$ cat src/hdl/pst_pkg.sv
`default_nettype none
package pst_pkg;

	// particle kinds
	localparam logic [2:0] KIND_STATIC   = 3'd0;
	localparam logic [2:0] KIND_GRAV     = 3'd1;
	localparam logic [2:0] KIND_SLOWGRAV = 3'd2;
	localparam logic [2:0] KIND_FIRE     = 3'd3;
	localparam logic [2:0] KIND_EXPLODE  = 3'd4;
	localparam logic [2:0] KIND_EXPLODE2 = 3'd5;
	localparam logic [2:0] KIND_BLOB     = 3'd6;
	localparam logic [2:0] KIND_BLOB2    = 3'd7;

	// register indexes
	localparam logic [1:0] REG_CURRENT_TIME = 2'd0;
	localparam logic [1:0] REG_FRAME_TIME   = 2'd1;
	localparam logic [1:0] REG_GRAVITY      = 2'd2;

	localparam logic [11:0] GRAVITY_RESET = 12'd800;

	// velocity scale ops
	localparam logic [1:0] VOP_NONE   = 2'd0;
	localparam logic [1:0] VOP_GROW   = 2'd1; // v + v*ft*4
	localparam logic [1:0] VOP_DAMP16 = 2'd2; // v - v*ft
	localparam logic [1:0] VOP_DAMP14 = 2'd3; // v - v*ft*4

	// ramp steps per second, times 16
	localparam logic [3:0] RAMP_K_FIRE     = 4'd5;
	localparam logic [3:0] RAMP_K_EXPLODE  = 4'd10;
	localparam logic [3:0] RAMP_K_EXPLODE2 = 4'd15;
	localparam logic [3:0] RAMP_LIM_FIRE   = 4'd6;

	localparam logic [31:0] DEAD_MARK = 32'hFFFF0000;

	// x/320 = (x>>6)/5; x>>6 < 2^22, so ceil(2^25/5) is exact
	localparam logic [22:0] DIV5_RECIP = 23'd6710887;
	localparam int          DIV5_SHIFT = 25;

	typedef struct packed {
		logic       hold;
		logic [1:0] op;
	} axis_ctl_t;

	function automatic logic [31:0] sat_to32(input logic signed [34:0] v);
		logic [31:0] r;
		if (v > 35'sd2147483647)
			r = 32'h7FFFFFFF;
		else if (v < -35'sd2147483648)
			r = 32'h80000000;
		else
			r = v[31:0];
		return r;
	endfunction

	function automatic logic [7:0] ramp_color(input logic [2:0] kind, input logic [2:0] idx);
		logic [7:0] c;
		c = 8'h00;
		if (kind == KIND_FIRE) begin
			case (idx)
				3'd0: c = 8'h6d;
				3'd1: c = 8'h6b;
				3'd2: c = 8'h06;
				3'd3: c = 8'h05;
				3'd4: c = 8'h04;
				3'd5: c = 8'h03;
				default: c = 8'h00;
			endcase
		end else if (kind == KIND_EXPLODE) begin
			case (idx)
				3'd0: c = 8'h6f;
				3'd1: c = 8'h6d;
				3'd2: c = 8'h6b;
				3'd3: c = 8'h69;
				3'd4: c = 8'h67;
				3'd5: c = 8'h65;
				3'd6: c = 8'h63;
				default: c = 8'h61;
			endcase
		end else begin
			case (idx)
				3'd0: c = 8'h6f;
				3'd1: c = 8'h6e;
				3'd2: c = 8'h6d;
				3'd3: c = 8'h6c;
				3'd4: c = 8'h6b;
				3'd5: c = 8'h6a;
				3'd6: c = 8'h68;
				default: c = 8'h66;
			endcase
		end
		return c;
	endfunction

endpackage
`default_nettype wire

$ cat src/hdl/pst_axis.sv
`default_nettype none
// One axis: stage 1 registers vel*ft, stage 2 moves position and scales velocity.
module pst_axis (
	input  wire logic                 clk,
	input  wire logic signed [31:0]   pos,
	input  wire logic signed [31:0]   vel,
	input  wire logic        [15:0]   ft,
	input  wire pst_pkg::axis_ctl_t   ctl,
	output logic             [31:0]   new_pos_s2,
	output logic             [31:0]   new_vel_s2
);

	logic signed [47:0] prod_c;
	logic signed [47:0] prod_s1;
	logic signed [31:0] pos_s1;
	logic signed [31:0] vel_s1;
	pst_pkg::axis_ctl_t ctl_s1;
	logic signed [33:0] term14;
	logic signed [33:0] term16;
	logic signed [34:0] vel_ext;
	logic signed [34:0] sum_c;
	logic        [31:0] pos_c;
	logic        [31:0] vel_c;

	assign prod_c = vel * $signed({1'b0, ft});

	always_ff @(posedge clk) begin
		prod_s1 <= prod_c;
		pos_s1  <= pos;
		vel_s1  <= vel;
		ctl_s1  <= ctl;
	end

	// floor shifts of the product
	assign term14  = prod_s1[47:14];
	assign term16  = {{2{prod_s1[47]}}, prod_s1[47:16]};
	assign vel_ext = {{3{vel_s1[31]}}, vel_s1};

	always_comb begin
		case (ctl_s1.op)
			pst_pkg::VOP_GROW:   sum_c = vel_ext + {term14[33], term14};
			pst_pkg::VOP_DAMP16: sum_c = vel_ext - {term16[33], term16};
			pst_pkg::VOP_DAMP14: sum_c = vel_ext - {term14[33], term14};
			default:             sum_c = vel_ext;
		endcase
		if (ctl_s1.hold) begin
			pos_c = pos_s1;
			vel_c = vel_s1;
		end else begin
			pos_c = pos_s1 + prod_s1[47:16];
			vel_c = pst_pkg::sat_to32(sum_c);
		end
	end

	always_ff @(posedge clk) begin
		new_pos_s2 <= pos_c;
		new_vel_s2 <= vel_c;
	end

endmodule
`default_nettype wire

$ cat config.mk
export PLATFORM = sky130hd
export DESIGN_NAME = pst_axis
export DESIGN_NICKNAME = d
export VERILOG_FILES = /design/src/hdl/pst_pkg.sv /design/src/hdl/pst_axis.sv
export SDC_FILE = /design/constraint.sdc
export NUM_CORES = 2
export LEC_CHECK = 0
export BUFFER_PORTS_ARGS = -buffer_cell sky130_fd_sc_hd__buf_2
export CAP_MARGIN = 0
export CORE_UTILIZATION = 65
export CTS_CLUSTER_DIAMETER = 30
export DETAILED_ROUTE_END_ITERATION = 10
export PLACE_DENSITY = 0.84
export SLEW_MARGIN = 30
export SYNTH_ARGS = -nofsm -noshare
export SYNTH_HDL_FRONTEND = slang
export SYNTH_SLANG_ARGS = --single-unit
$ cat constraint.sdc
create_clock -name clk -period 7.9 [get_ports clk]
set_clock_uncertainty 0.2 [all_clocks]
set_input_delay 1.185 -clock clk [delete_from_list [all_inputs] [get_ports clk]]
set_output_delay 1.185 -clock clk [all_outputs]
set_load 0.005 [all_outputs]
==> results.cfg <==
[logic_synthesis]
synth_area_um2 = 27600
synth.avg_cell_area_um2 = 8.75
synthCells = 3149
ys_seq_area_frac = 0.120
synth_top_cell_by_area = fa_1
synth_nets = 3928
synth.distinct_cells = 82
synth_top_area_frac = 0.352
synth_edf_count = 0
ys_ff_latch = 165
async_flop_share = 0
yosys_warnings = 0
synth_ff_type = dfxtp_1
synth_area_leaders = fa_1, dfxtp_1, ha_1, inv_1, nand2_1

[cts]
cts_max_level = 4
cts_hold_buf = 0
cts_tree = yes
clk_pin_slew_ps = 70
clockBufferDepth = 2
insertion_delay_ps = 460
root_buffer = clkbuf_16
tritoncts_num_sinks = 165
numCtsBuffers = 17
post-cts-setup-buffers = 0
cts_resized = 0

[sta]
worst_pin_slew_ps = 676
whs_ps = 230
tns_ps = 0
hold_viol_final = 0
rsz0062_at_grt = false
setup_viol = 0
fin_crit_ps = 7570
slew_headroom = 0.543
slew_viol_final = 0
fin_crit_sh = 0.958
max_freq_ghz = 0.132

[floorplan]
io_pins = 148
start_util = 0.658
die_w_um = 208
die_area_um2 = 43200
rows = 75
fp.dieH_um = 208
core_um2 = 41900

[run]
cap_violations = 0

[global_route]
grt_usage = 0.371
grt_pass1_wl_um = 126000
grt_max_degree = 48
grt_overflow_total = 0
antenna_found_initial = 3
grt_pass1_vias = 24700

[critical_path]
path_buf_inv = 5
cp_cell_sequence = buf_2, buf_4, nand2_1, fa_1, inv_1, fa_1, inv_1, fa_1, inv_1, fa_1, fa_1, fa_1, ha_1, a21o_1, a21oi_1, o21ai_0, a21o_1, a21oi_1, and3_1, a211oi_1, a211oi_1, o31ai_1, a21oi_1, xnor2_1
cp_data_arrival_time_ps = 7750
timing.critical_path.mode_cell = fa_1
cp_data_required_time_ps = 8080
start_kind = primary input
worstSetupPathType = primary input to flip-flop
critical_path.slowest_cell = fa_1
crit_fanout = 23
end_kind = flip-flop
crit_family = adder cells
slowest_delay_ps = 560

[layout]
register_area_um2 = 3300
n_fill_cell = 3076
syn_to_final_growth_pct = 7.19
multiInputGateArea_um2 = 21400
finalNetCount = 4027
drive_gt1_frac = 0.0926

[place]
gp_congestion = 0.987
dpl.hpwl_um = 62900
port_buffers = 147

[routing]
routed_via_density = 5.95
drc_errors = 0
ant_nets = 0
detailroute.via_count = 22600
wire_per_inst_um = 20.1
first_pass_iters = 6
drt_iter0_drc = 1962
drt-total-wl_um = 76600

[run_status]
status = finished, final reports clean

[min_path]
hp-class = flip-flop to flip-flop
[registers in the layout, indices dropped and copies added, names as in the netlist]
signal	cells
pos_s1	32
new_pos_s2	32
prod_s1	34
ctl_s1	3
new_vel_s2	32
vel_s1	32
[logic make-up (layout without fill, tap and decap cells)]
kind of cell,after synthesis,in the layout,synth area share
other,0,1,0
flip-flops,165,165,0.120
buffers and inverters,742,854,0.103
adder cells (fa/ha/maj),695,695,0.448
multiplexers,9,9,0.00332
AND/OR/NAND/NOR,868,868,0.148
AO/OA/AOI/OAI,509,509,0.127
XOR/XNOR,161,161,0.0515
[final cells by class]
class                           instances  share of cell area
Antenna cell                            1           0.0000847
Tap cell                              539              0.0228
Clock buffer                           19              0.0153
Sequential cell                       165               0.112
Inverter                              616              0.0783
Clock inverter                         13             0.00504
Multi-Input combinational cell       2242               0.725
Timing Repair Buffer                  206              0.0412
[cells in the mapped netlist (17+ instances only)]
cell type,n
a21o_1,55
a21oi_1,122
xnor2_1,116
nor2b_1,17
nand2b_1,22
nand2_1,475
ha_1,210
o211ai_1,19
nor2_1,88
xor2_1,44
a31oi_1,18
clkbuf_1,114
fa_1,485
nand3_1,22
dfxtp_1,165
inv_1,616
and2_1,158
o21a_1,18
a21oi_2,20
o21ai_0,111
[path summary, 6_finish.rpt]
| path | start | end | slack, ps | depth (start not counted) |
|---|---|---|---|---|
| setup / recovery | ft[5] | prod_s1[46]$_DFF_P_ | 330 | 24 |
| hold / removal | pos_s1[31]$_DFF_P_ | new_pos_s2[31]$_DFF_P_ | 230 | 1 |
| setup reg to reg | prod_s1[21]$_DFF_P_ | new_vel_s2[15]$_DFF_P_ | 1380 | 21 |
| hold reg to reg | pos_s1[31]$_DFF_P_ | new_pos_s2[31]$_DFF_P_ | 230 | 1 |
[per-layer routing]
metal / global-route usage / part of all wire / vias up
met5: 0 / 0.00031 / -
met4: 0.189 / 0.050 / 4
met3: 0.0634 / 0.090 / 291
met2: 0.620 / 0.47 / 1208
met1: 0.465 / 0.39 / 11100
li1: - / - / 10100
[cells in the final DEF (no fill, tap or decap), types with 56 or more instances in the layout]
cell type,netlist,final
ha_1,210,210
xnor2_1,116,116
o21ai_0,111,111
inv_1,616,615
buf_2,5,147
nand2_1,475,474
dfxtp_1,165,164
nor2_1,88,88
buf_4,0,56
and2_1,158,158
fa_1,485,485
a21oi_1,122,122
[metrics by stage]
stage / area [um2] / worst slack [ps] / std cells / util
floorplan: 27600 / 690 / 3149 / -
global placement: 28900 / 298 / 3768 / 0.691
detailed placement: 28900 / -33.2 / 3768 / 0.691
CTS: 29500 / 434 / 3800 / 0.706
global route: 29500 / 15.3 / 3800 / 0.706
finish: 29500 / 331 / 3801 / 0.706
Power is left out: the tool's default activity adds up to more than one toggle a clock period on the data nets, which glitch-free logic cannot reach.
